$ cat config.mk
export PLATFORM = sky130hd
export DESIGN_NAME = fms_mul
export DESIGN_NICKNAME = d
export VERILOG_FILES = /design/src/rtl/factorization_machine_score_assert.svh /design/src/rtl/fms_pkg.sv /design/src/rtl/fms_mul.sv
export SDC_FILE = /design/constraint.sdc
export NUM_CORES = 2
export LEC_CHECK = 0
export BUFFER_PORTS_ARGS = -buffer_cell sky130_fd_sc_hd__buf_2
export CAP_MARGIN = 20
export CORE_UTILIZATION = 30
export CTS_CLUSTER_DIAMETER = 150
export CTS_CLUSTER_SIZE = 14
export DETAILED_ROUTE_END_ITERATION = 8
export GPL_TIMING_DRIVEN = 0
export SLEW_MARGIN = 30
export SYNTH_ARGS = -nofsm -noshare
export SYNTH_HDL_FRONTEND = slang
export SYNTH_SLANG_ARGS = --single-unit
$ cat constraint.sdc
create_clock -name clk -period 14.9 [get_ports clk]
set_input_delay 2.235 -clock clk [delete_from_list [all_inputs] [get_ports clk]]
set_output_delay 2.235 -clock clk [all_outputs]
set_load 0.1 [all_outputs]
$ cat src/rtl/factorization_machine_score_assert.svh
// Assertion macros for the factorization machine scorer.
// Included by the top level; needs a clock and an active-low reset name.
`ifndef FACTORIZATION_MACHINE_SCORE_ASSERT_SVH
`define FACTORIZATION_MACHINE_SCORE_ASSERT_SVH

// Consequent must hold in the same cycle as the antecedent
`define FMS_ASSERT_HOLDS(label, clk, rst_n, ante, cons) \
  label: assert property (@(posedge clk) disable iff (!rst_n) (ante) |-> (cons)) \
    else $error("factorization_machine_score: same-cycle check failed");

// Consequent must hold in the cycle after the antecedent
`define FMS_ASSERT_NEXT(label, clk, rst_n, ante, cons) \
  label: assert property (@(posedge clk) disable iff (!rst_n) (ante) |=> (cons)) \
    else $error("factorization_machine_score: next-cycle check failed");

`endif

$ cat src/rtl/fms_pkg.sv
`timescale 1ns / 1ps
// Shared types, constants and arithmetic helpers for the factorization machine scorer.
// No dependencies; imported by every module of the block.
package fms_pkg;

  localparam logic signed [63:0] INT64_MAX = {1'b0, {63{1'b1}}};
  localparam logic signed [63:0] INT64_MIN = {1'b1, {63{1'b0}}};
  localparam logic signed [63:0] INT32_MAX_W = 64'sd2147483647;
  localparam logic signed [63:0] INT32_MIN_W = -64'sd2147483648;

  // Configuration register indexes
  typedef enum logic {
    CFG_ADD_BIAS      = 1'b0,
    CFG_APPLY_SIGMOID = 1'b1
  } cfg_idx_t;

  // One factor accumulator entry: running sum and running sum of squares
  typedef struct packed {
    logic signed [63:0] fs;
    logic signed [63:0] fsq;
  } acc_entry_t;

  // Saturating 64-bit add
  function automatic logic signed [63:0] sat_add64(input logic signed [63:0] a,
                                                   input logic signed [63:0] b);
    logic [64:0] s;
    s = {a[63], a} + {b[63], b};
    if (s[64] != s[63]) begin
      return s[64] ? INT64_MIN : INT64_MAX;
    end
    return s[63:0];
  endfunction

  // Saturate a 64-bit value to the signed 32-bit range
  function automatic logic signed [31:0] clamp32(input logic signed [63:0] v);
    if (v > INT32_MAX_W) begin
      return 32'sh7FFF_FFFF;
    end
    if (v < INT32_MIN_W) begin
      return 32'sh8000_0000;
    end
    return v[31:0];
  endfunction

  // Sigmoid of a Q16.16 value with |x| <= 8, result Q16.16.
  // Evaluated on constants only, to build the lookup table.
  function automatic longint sigmoid_q16(input longint x);
    longint a;
    longint t;
    longint t2;
    longint t3;
    longint e;
    longint num;
    longint den;
    longint q;
    longint rem;
    a = (x < 0) ? -x : x;
    t = a << 6;
    t2 = (t * t) >>> 30;
    t3 = (t2 * t) >>> 30;
    e = (longint'(1) << 30) - t + t2 / 2 - t3 / 6;
    for (int i = 0; i < 8; i++) begin
      e = (e * e + (longint'(1) << 29)) >>> 30;
    end
    den = (longint'(1) << 30) + e;
    num = (longint'(1) << 46) + (den >>> 1);
    // restoring long division, quotient bit by bit
    q = 0;
    rem = 0;
    for (int i = 47; i >= 0; i--) begin
      rem = (rem << 1) | ((num >>> i) & longint'(1));
      if (rem >= den) begin
        rem = rem - den;
        q = q | (longint'(1) << i);
      end
    end
    return (x < 0) ? (longint'(65536) - q) : q;
  endfunction

endpackage

$ cat src/rtl/fms_mul.sv
`timescale 1ns / 1ps
// Shared 32x32 signed multiplier with a registered 64-bit product.
// Depends on fms_pkg.
module fms_mul
  import fms_pkg::*;
(
  input  logic               clk,
  input  logic               en,
  input  logic signed [31:0] a,
  input  logic signed [31:0] b,
  output logic signed [63:0] prod_r
);

  logic signed [63:0] full;

  assign full = a * b;

  // Capture the exact product when the sequencer asks for it
  always_ff @(posedge clk) begin
    if (en) begin
      prod_r <= full;
    end
  end

endmodule

==> results.sh <==
export IMPL_grt_pass1_wl_um=205000
export IMPL_layout_setup_ws_ps=3030
export IMPL_synth_edff_count=64
export IMPL_regMostFlops="prod_r"
export IMPL_worst_slew_pin_slew_ps=1160
export IMPL_io_buffers=129
export IMPL_vias=28200
export IMPL_tritoncts="yes"
export IMPL_synth_flop_cell="edfxtp_1"
export IMPL_synthTopCellsByArea="fa_1, inv_1, and2_1, ha_1, nand2_1"
export IMPL_wl_per_cell_um=24.6
export IMPL_yosys_top_cells_count="fa_1, inv_1, nand2_1"
export IMPL_cts_setup_buffers=0
export IMPL_worstPathRequired_ps=15000
export IMPL_cts_made_buffers=9
export IMPL_status="finished clean"
export IMPL_largest_reg_flops=64
export IMPL_syn_inst=3949
export IMPL_finalSetupViolCount=0
export IMPL_cts_buffer_depth=2
export IMPL_synth_area_sq_mm=0.0383
export IMPL_htreeDepth=3
export IMPL_syn_area_per_cell_sq_um=9.69
export IMPL_synth_cell_types=70
export IMPL_min_period_ps=11870
export IMPL_initial_utilization_pct=30.4
export IMPL_die_area_sq_mm=0.129
export IMPL_fillers=13100
export IMPL_synth_top_area_share_pct=56.6
export IMPL_hpwl_um=120000
export IMPL_die_y_um=359
export IMPL_clock_fmax_mhz=84.3
export IMPL_die_w_um=359
export IMPL_initialDrtViolationCount=2319
export IMPL_core_rowCount=130
export IMPL_cp_end_kind="flop"
export IMPL_path_max_fanout=10
export IMPL_cts_resized=0
export IMPL_finalCritPeriodShare_pct=79.7
export IMPL_num_nets_final=5426
export IMPL_gp_congestion=1.02
export IMPL_syn2layout_area_growth_pct=8.15
export IMPL_grt_overflow_total=0
export IMPL_startpoint_type="input port"
export IMPL_grt_usage_pct=22.2
export IMPL_final_max_slew_viol_count=0
export IMPL_dr_pass1_iters=7
export IMPL_post_place_ws_ps=2570
export IMPL_hold_viol_final=0
export IMPL_slew_headroom_pct=22.5
export IMPL_postRouteAntennaNets=0
export IMPL_top_regs="prod_r: 64 flops"
export IMPL_core_sq_mm=0.126
export IMPL_synth_top_area_cell="fa_1"
export IMPL_cts_num_sinks=64
export IMPL_final_util_pct=32.8
export IMPL_yosysMostFrequentCell="fa_1"
export IMPL_cts_root_buf="clkbuf_16"
export IMPL_antenna_found_initial=18
export IMPL_async_reset_ff_share_pct=0
export IMPL_synth_seq_cells=64
export IMPL_yosysWarnings=0
export IMPL_ctsHoldBuffers=0
export IMPL_vias_per_cell=4.89
export IMPL_crit_type="in2reg"
export IMPL_grt_pass1_vias=30200
export IMPL_synth_seq_area_share_pct=5.02
export IMPL_drive_gt1_share_pct=5.22
export IMPL_clk_pin_slew_worst_paths_ps=60
export IMPL_max_cap_violations=0
export IMPL_routed_wl_um=141000
export IMPL_synth_nets=5281
export IMPL_grt_max_degree=47
export IMPL_holdCritPathClass="in2reg"
export IMPL_setup_tns_ps=0
export IMPL_drcViolationCount=0
export IMPL_grt_setup_unrepaired="no"
export IMPL_io_pins=130
export IMPL_cp_arrival_ps=11970
export IMPL_hold_ws_ps=2260
-- cells in the final DEF (no fill, tap or decap), types with 3 or more instances in the layout --
master | Yosys | final
and2_1 | 513 | 513
nand3_1 | 17 | 17
a31o_2 | 3 | 3
a211o_1 | 5 | 5
o21ai_1 | 3 | 3
a31oi_1 | 5 | 5
nand4_1 | 11 | 11
nand2_1 | 524 | 524
xor2_1 | 22 | 22
inv_1 | 949 | 949
and3_1 | 9 | 9
nand2b_1 | 13 | 13
nor2_1 | 61 | 61
o21bai_1 | 4 | 4
diode_2 | 0 | 11
clkbuf_16 | 0 | 9
xnor2_1 | 52 | 52
a21oi_2 | 5 | 5
or3_1 | 3 | 3
a21oi_1 | 63 | 63
edfxtp_1 | 64 | 64
nor3_1 | 7 | 7
o211ai_1 | 5 | 5
nor2b_1 | 8 | 8
buf_2 | 10 | 138
clkbuf_1 | 200 | 185
clkbuf_2 | 1 | 18
o21ai_0 | 36 | 36
o21a_1 | 4 | 4
a21o_1 | 33 | 33
a211oi_2 | 4 | 4
ha_1 | 184 | 184
fa_1 | 1082 | 1081
-- final timing paths --
kind   from         end  slack [ps]  cells after the start
max   a[31]  prod_r[63]        3030                     26
min      en  prod_r[17]        2260                      1
-- layer usage --
metal	vias to the layer above	track usage [%]	wire length (um)
li1	11600	-	-
met1	14900	27.7	54800
met2	1320	35.9	65900
met3	322	4.82	11300
met4	12	12.2	9500
met5	-	0	65
-- logic make-up (layout without fill, tap and decap cells) --
family	Yosys count	after routing	share of synthesized area (%)
buffers and inverters	1163	1313	11.5
adders and majority gates	1266	1266	62.6
DFF	64	64	5.02
xor gates and xnor gates	74	74	1.69
AOI/OAI and AO/OA	204	204	3.78
other	0	11	0
and+or+nand+nor	1178	1178	15.4
-- critical path, cell delays in order --
cell      delay, ps
buf_2           160
clkbuf_1        650
nand2_1         290
inv_1           160
fa_1            400
inv_1           290
fa_1            480
inv_1           250
fa_1            510
fa_1            910
inv_1           450
fa_1            600
inv_1            60
fa_1            540
inv_1            50
fa_1            470
inv_1           100
fa_1            470
ha_1            280
clkbuf_1        310
nand4_1         400
or4_1           680
nor4_1          600
nor2_1          150
a31o_2          280
xnor2_1         150
-- stage by stage --
| stage | area, sq um | cells |
|---|---|---|
| finish | 41400 | 5760 |
| global placement | 41000 | 5728 |
| floorplan | 38300 | 3949 |
| detailed placement | 41100 | 5731 |
| global route | 41400 | 5750 |
| CTS | 41300 | 5747 |
-- layout make-up --
type / instances / area (sq um) / share of cell area [%]
clock inverter: 5 / 47.5 / 0.115
timing repair buffer: 134 / 723 / 1.75
tap: 1650 / 2060 / 4.99
clock buffer: 11 / 233 / 0.562
multi-input combinational: 2722 / 32000 / 77.2
antenna: 11 / 27.5 / 0.0665
buffer: 214 / 846 / 2.04
inverter: 949 / 3560 / 8.60
sequential: 64 / 1920 / 4.64
Power is not shown: default switching activity piles up to over one toggle a cycle in this logic, so the estimate is an artifact.
