`src/rtl/factorization_machine_score_assert.svh`:
```
// Assertion macros for the factorization machine scorer.
// Included by the top level; needs a clock and an active-low reset name.
`ifndef FACTORIZATION_MACHINE_SCORE_ASSERT_SVH
`define FACTORIZATION_MACHINE_SCORE_ASSERT_SVH

// Consequent must hold in the same cycle as the antecedent
`define FMS_ASSERT_HOLDS(label, clk, rst_n, ante, cons) \
  label: assert property (@(posedge clk) disable iff (!rst_n) (ante) |-> (cons)) \
    else $error("factorization_machine_score: same-cycle check failed");

// Consequent must hold in the cycle after the antecedent
`define FMS_ASSERT_NEXT(label, clk, rst_n, ante, cons) \
  label: assert property (@(posedge clk) disable iff (!rst_n) (ante) |=> (cons)) \
    else $error("factorization_machine_score: next-cycle check failed");

`endif

```
`src/rtl/fms_pkg.sv`:
```
`timescale 1ns / 1ps
// Shared types, constants and arithmetic helpers for the factorization machine scorer.
// No dependencies; imported by every module of the block.
package fms_pkg;

  localparam logic signed [63:0] INT64_MAX = {1'b0, {63{1'b1}}};
  localparam logic signed [63:0] INT64_MIN = {1'b1, {63{1'b0}}};
  localparam logic signed [63:0] INT32_MAX_W = 64'sd2147483647;
  localparam logic signed [63:0] INT32_MIN_W = -64'sd2147483648;

  // Configuration register indexes
  typedef enum logic {
    CFG_ADD_BIAS      = 1'b0,
    CFG_APPLY_SIGMOID = 1'b1
  } cfg_idx_t;

  // One factor accumulator entry: running sum and running sum of squares
  typedef struct packed {
    logic signed [63:0] fs;
    logic signed [63:0] fsq;
  } acc_entry_t;

  // Saturating 64-bit add
  function automatic logic signed [63:0] sat_add64(input logic signed [63:0] a,
                                                   input logic signed [63:0] b);
    logic [64:0] s;
    s = {a[63], a} + {b[63], b};
    if (s[64] != s[63]) begin
      return s[64] ? INT64_MIN : INT64_MAX;
    end
    return s[63:0];
  endfunction

  // Saturate a 64-bit value to the signed 32-bit range
  function automatic logic signed [31:0] clamp32(input logic signed [63:0] v);
    if (v > INT32_MAX_W) begin
      return 32'sh7FFF_FFFF;
    end
    if (v < INT32_MIN_W) begin
      return 32'sh8000_0000;
    end
    return v[31:0];
  endfunction

  // Sigmoid of a Q16.16 value with |x| <= 8, result Q16.16.
  // Evaluated on constants only, to build the lookup table.
  function automatic longint sigmoid_q16(input longint x);
    longint a;
    longint t;
    longint t2;
    longint t3;
    longint e;
    longint num;
    longint den;
    longint q;
    longint rem;
    a = (x < 0) ? -x : x;
    t = a << 6;
    t2 = (t * t) >>> 30;
    t3 = (t2 * t) >>> 30;
    e = (longint'(1) << 30) - t + t2 / 2 - t3 / 6;
    for (int i = 0; i < 8; i++) begin
      e = (e * e + (longint'(1) << 29)) >>> 30;
    end
    den = (longint'(1) << 30) + e;
    num = (longint'(1) << 46) + (den >>> 1);
    // restoring long division, quotient bit by bit
    q = 0;
    rem = 0;
    for (int i = 47; i >= 0; i--) begin
      rem = (rem << 1) | ((num >>> i) & longint'(1));
      if (rem >= den) begin
        rem = rem - den;
        q = q | (longint'(1) << i);
      end
    end
    return (x < 0) ? (longint'(65536) - q) : q;
  endfunction

endpackage

```
`src/rtl/fms_acc_mem.sv`:
```
`timescale 1ns / 1ps
// Per-factor accumulator memory: one write port, one registered read port,
// a valid bit per entry so that unwritten or cleared entries read as zero. Depends on fms_pkg.
module fms_acc_mem
  import fms_pkg::*;
#(
  parameter int DEPTH = 16,
  parameter int AW    = 4
) (
  input  logic          clk,
  input  logic          rst_n,
  input  logic          clr,
  input  logic          wr_en,
  input  logic [AW-1:0] wr_addr,
  input  acc_entry_t    wr_data,
  input  logic          rd_en,
  input  logic [AW-1:0] rd_addr,
  output acc_entry_t    rd_data
);

  acc_entry_t       mem [DEPTH];
  logic [DEPTH-1:0] valid_r;
  acc_entry_t       mem_q_r;
  logic             vld_q_r;

  // Store entry
  always_ff @(posedge clk) begin
    if (wr_en) begin
      mem[wr_addr] <= wr_data;
    end
  end

  // Track written entries; clear all at once at end of row
  always_ff @(posedge clk) begin
    if (!rst_n || clr) begin
      valid_r <= '0;
    end else if (wr_en) begin
      valid_r[wr_addr] <= 1'b1;
    end
  end

  // Registered read
  always_ff @(posedge clk) begin
    if (rd_en) begin
      mem_q_r <= mem[rd_addr];
      vld_q_r <= valid_r[rd_addr];
    end
  end

  assign rd_data = vld_q_r ? mem_q_r : '0;

endmodule

```
`config.mk`:
```
export PLATFORM = sky130hd
export DESIGN_NAME = fms_acc_mem
export DESIGN_NICKNAME = d
export VERILOG_FILES = /design/src/rtl/factorization_machine_score_assert.svh /design/src/rtl/fms_pkg.sv /design/src/rtl/fms_acc_mem.sv
export SDC_FILE = /design/constraint.sdc
export NUM_CORES = 2
export LEC_CHECK = 0
export BUFFER_PORTS_ARGS = -buffer_cell sky130_fd_sc_hd__buf_2
export CORE_ASPECT_RATIO = 1.1
export CORE_UTILIZATION = 56
export DETAILED_ROUTE_END_ITERATION = 8
export PLACE_DENSITY = 0.88
export SLEW_MARGIN = 5
export SYNTH_ARGS = -nofsm -noshare
export SYNTH_HDL_FRONTEND = slang
export SYNTH_SLANG_ARGS = --single-unit
```
`constraint.sdc`:
```
create_clock -name clk -period 10.8 [get_ports clk]
set_clock_uncertainty 0.1 [all_clocks]
set_input_delay 1.08 -clock clk [delete_from_list [all_inputs] [get_ports clk]]
set_output_delay 1.08 -clock clk [all_outputs]
set_load 0.1 [all_outputs]
```
==> metrics <==
outcome finished clean; Area growth, synth to finish 12.12%; syn nets 3702; Syn. warnings 0; Avg Synthesized Cell Area ~23 µm²; final antenna-violating net count 0; crit-path max FO between 60 and 70; core area 0.1460 mm²; commonest non-fill, non-tap cell in the layout edfxtp_1; via count 40.23k; CP cell instances buf_4, buf_4, and2_1, buf_2; Switching Fraction 21.89%; period utilization 42.65%; Crit path max-delay family buffers and inverters; Cell Rows ~150; largest net degree at the start of global routing 154; Main synth FF type edfxtp_1; vias in the first global route approximately 41k; most frequent cell on the critical path buf_4; final hold slack 0.3737 ns; Max Clk Rate 217.1 MHz; layout net count 4029; worst-skew pair later-pin latency 0.83 ns; PnR worst setup slack 6.193 ns; WL final 203700 µm; clock network fraction of total power 39.4%; final slew viol count 0; hpwl dp ~94000 µm; Worst R2R Setup Slack 9.00 ns; CTS buffer count around 190; gr usage total 27.63%; Remaining DRCs 0; via/cell ratio ~6.7; asr flop ratio synth 0%; hold depth 1; final setup vio count 0; Switch Pwr 3.851 mW; PostCTS Resize Cnt 0; post-route total power 17.59 mW; Static Leak 29.50 nW; I/O Buffers 268; FF+latch count, synth 2193; drt first pass iters 5; hold violation count in the final report 0; Int Power 13.74 mW; Starting Density between 50% and 60%; worst hold-check path type reg2reg; Post-Syn Instances 3561; Setup CP Type reg2out; Reg-to-Reg Start mem[7][111]; deepest clock path buffer count 3; Crit. End Element primary output; Peak VDD IR 0.1461 mV; worst path buffer plus inverter count 3; pre-CTS setup slack 5.822 ns; Comb pwr share 5.7%; Required @ worst endpoint 9.62 ns; Num Clock Sinks between 2k and 2.5k; Post-synth EDFFs 2177; Clk pin slew, worst setup/hold paths 0.07 ns; grt total ovfl 0; fill cell count around 9.0k; initial antenna violation count 55; Flop pwr share between 50 and 60%; crit path from vld_q_r; DIE HEIGHT 404.3 µm; Die Footprint 0.1486 mm²; hold_buf cts 0; TritonCTS clock tree built; Distinct cells, synth 26; Critical Path Stages 4; Final min period roughly 4.6 ns; htree depth 4; first-pass GRT wire length 289700 µm; sequential-to-total area share from yosys stat between 70% and 80%; PwrDens 190.5 mW/mm²; placed insts around 5.6k; most frequent cells in the layout edfxtp_1 (2177), mux4_2 (474), buf_2 (263); share of cells above drive strength 1 29.15%; Root Buffer clkbuf_16; Critical Path Start Type flip-flop; Final TNS setup 0 ns; I/O pin cnt 269; Die Span X 367.7 µm; number of max-cap violations 0; Tightest Pin Transition 1.274 ns; worst setup path end rd_data[4]; Max-slew headroom 15.09%; crit-path max cell delay between 0.7 and 0.8 ns; non-filler cells, final 6015; initial DRC count 5960; Setup Fix Bufs, Post-CTS 0; crit path DAT approximately 3.4 ns; DR WL/cell 33.86 µm; RSZ-0062 raised after global routing false; RD Place Congestion 0.7351; Slowest-stage cell, CP buf_4; Synth Cell Area a little over 0.08 mm²; R2R depth 3; r2r endpoint mem_q_r[111]
how the worst min path moves through the flow:
stage / from / end / slack [ns]
finish: valid_r[2] / valid_r[2] / 0.37
global route: valid_r[2] / valid_r[2] / 0.39
CTS: valid_r[2] / valid_r[2] / 0.38
detailed placement: valid_r[6] / valid_r[6] / 0.35
global placement: valid_r[11] / valid_r[11] / 0.34
floorplan: valid_r[10] / valid_r[10] / 0.34
power by group through the flow:
| stage | clock, mW | sequential [mW] | combinational, mW |
|---|---|---|---|
| 4_1_cts | 6.99 | 9.66 | 1.00 |
| 2_1_floorplan | 0 | 9.80 | 0.658 |
| 3_5_place_dp | 0 | 9.83 | 0.981 |
| 5_1_grt | 7.30 | 9.66 | 1.05 |
| 3_3_place_gp | 0 | 9.81 | 0.951 |
| 6_report | 6.93 | 9.66 | 0.999 |
sequential cells by signal, summed over array words and instances (netlist names):
register  count
mem        2048
mem_q_r     128
valid_r      16
vld_q_r       1
layer usage:
| metal | wire, µm | vias up | track usage, % |
|---|---|---|---|
| met1 | 70550 | 20960 | 35.79 |
| met4 | 7040 | 44 | 10.91 |
| met5 | 266 | - | 0 |
| met3 | 23110 | 470 | 6.877 |
| met2 | 102700 | 3009 | 45.30 |
| li1 | - | 15750 | - |
worst register-to-register path: stages, from the launching register on:
cell	delay [ns]
edfxtp_1	0.37
mux4_2	0.50
a22oi_1	0.31
o21ai_0	0.22
Yosys cell counts, types with 4 or more instances:
| library cell | number | area [µm²] |
|---|---|---|
| a22oi_1 | 209 | 1569 |
| o22a_1 | 7 | 61.31 |
| mux4_2 | 474 | 10680 |
| dfxtp_1 | 16 | 320.3 |
| o21a_1 | 16 | 120.1 |
| and2_1 | 131 | 819.5 |
| clkbuf_1 | 87 | 326.6 |
| nand2_1 | 89 | 334.1 |
| buf_1 | 7 | 26.28 |
| buf_4 | 6 | 45.04 |
| nor3_1 | 4 | 20.02 |
| mux2_2 | 77 | 867.1 |
| a221oi_1 | 15 | 131.4 |
| nor2_1 | 15 | 56.30 |
| mux2i_1 | 29 | 290.3 |
| buf_6 | 24 | 270.3 |
| edfxtp_1 | 2177 | 65370 |
| buf_2 | 73 | 365.4 |
| nor2b_1 | 34 | 212.7 |
| o221ai_1 | 27 | 236.5 |
| o21ai_0 | 20 | 100.1 |
| nand2b_1 | 19 | 118.9 |
through the flow:
stage	area (µm²)	util (%)
after floorplan	82390	-
after global placement	85950	58.85
after detailed placement	85950	58.85
after CTS	92290	63.20
after global routing	92320	63.22
final	92360	63.24
area by class of cell:
| cell class | instances | area [µm²] | share of cell area, % |
|---|---|---|---|
| clock inverter | 118 | 1265 | 1.370 |
| timing repair buffer | 328 | 1993 | 2.158 |
| antenna | 26 | 65.06 | 0.07045 |
| tap | 1937 | 2424 | 2.624 |
| sequential | 2193 | 65690 | 71.13 |
| multi-input combinational | 1171 | 15840 | 17.15 |
| clock buffer | 242 | 5077 | 5.498 |
cell families after synthesis:
kind of cell | Yosys count | synth area share, %
buffers and inverters | 197 | 1.255
muxes | 580 | 14.36
AOI/OAI and AO/OA | 294 | 2.693
and+or+nand+nor | 297 | 1.938
DFF | 2193 | 79.75
No activity file was read; power rests on OpenSTA's default activity.
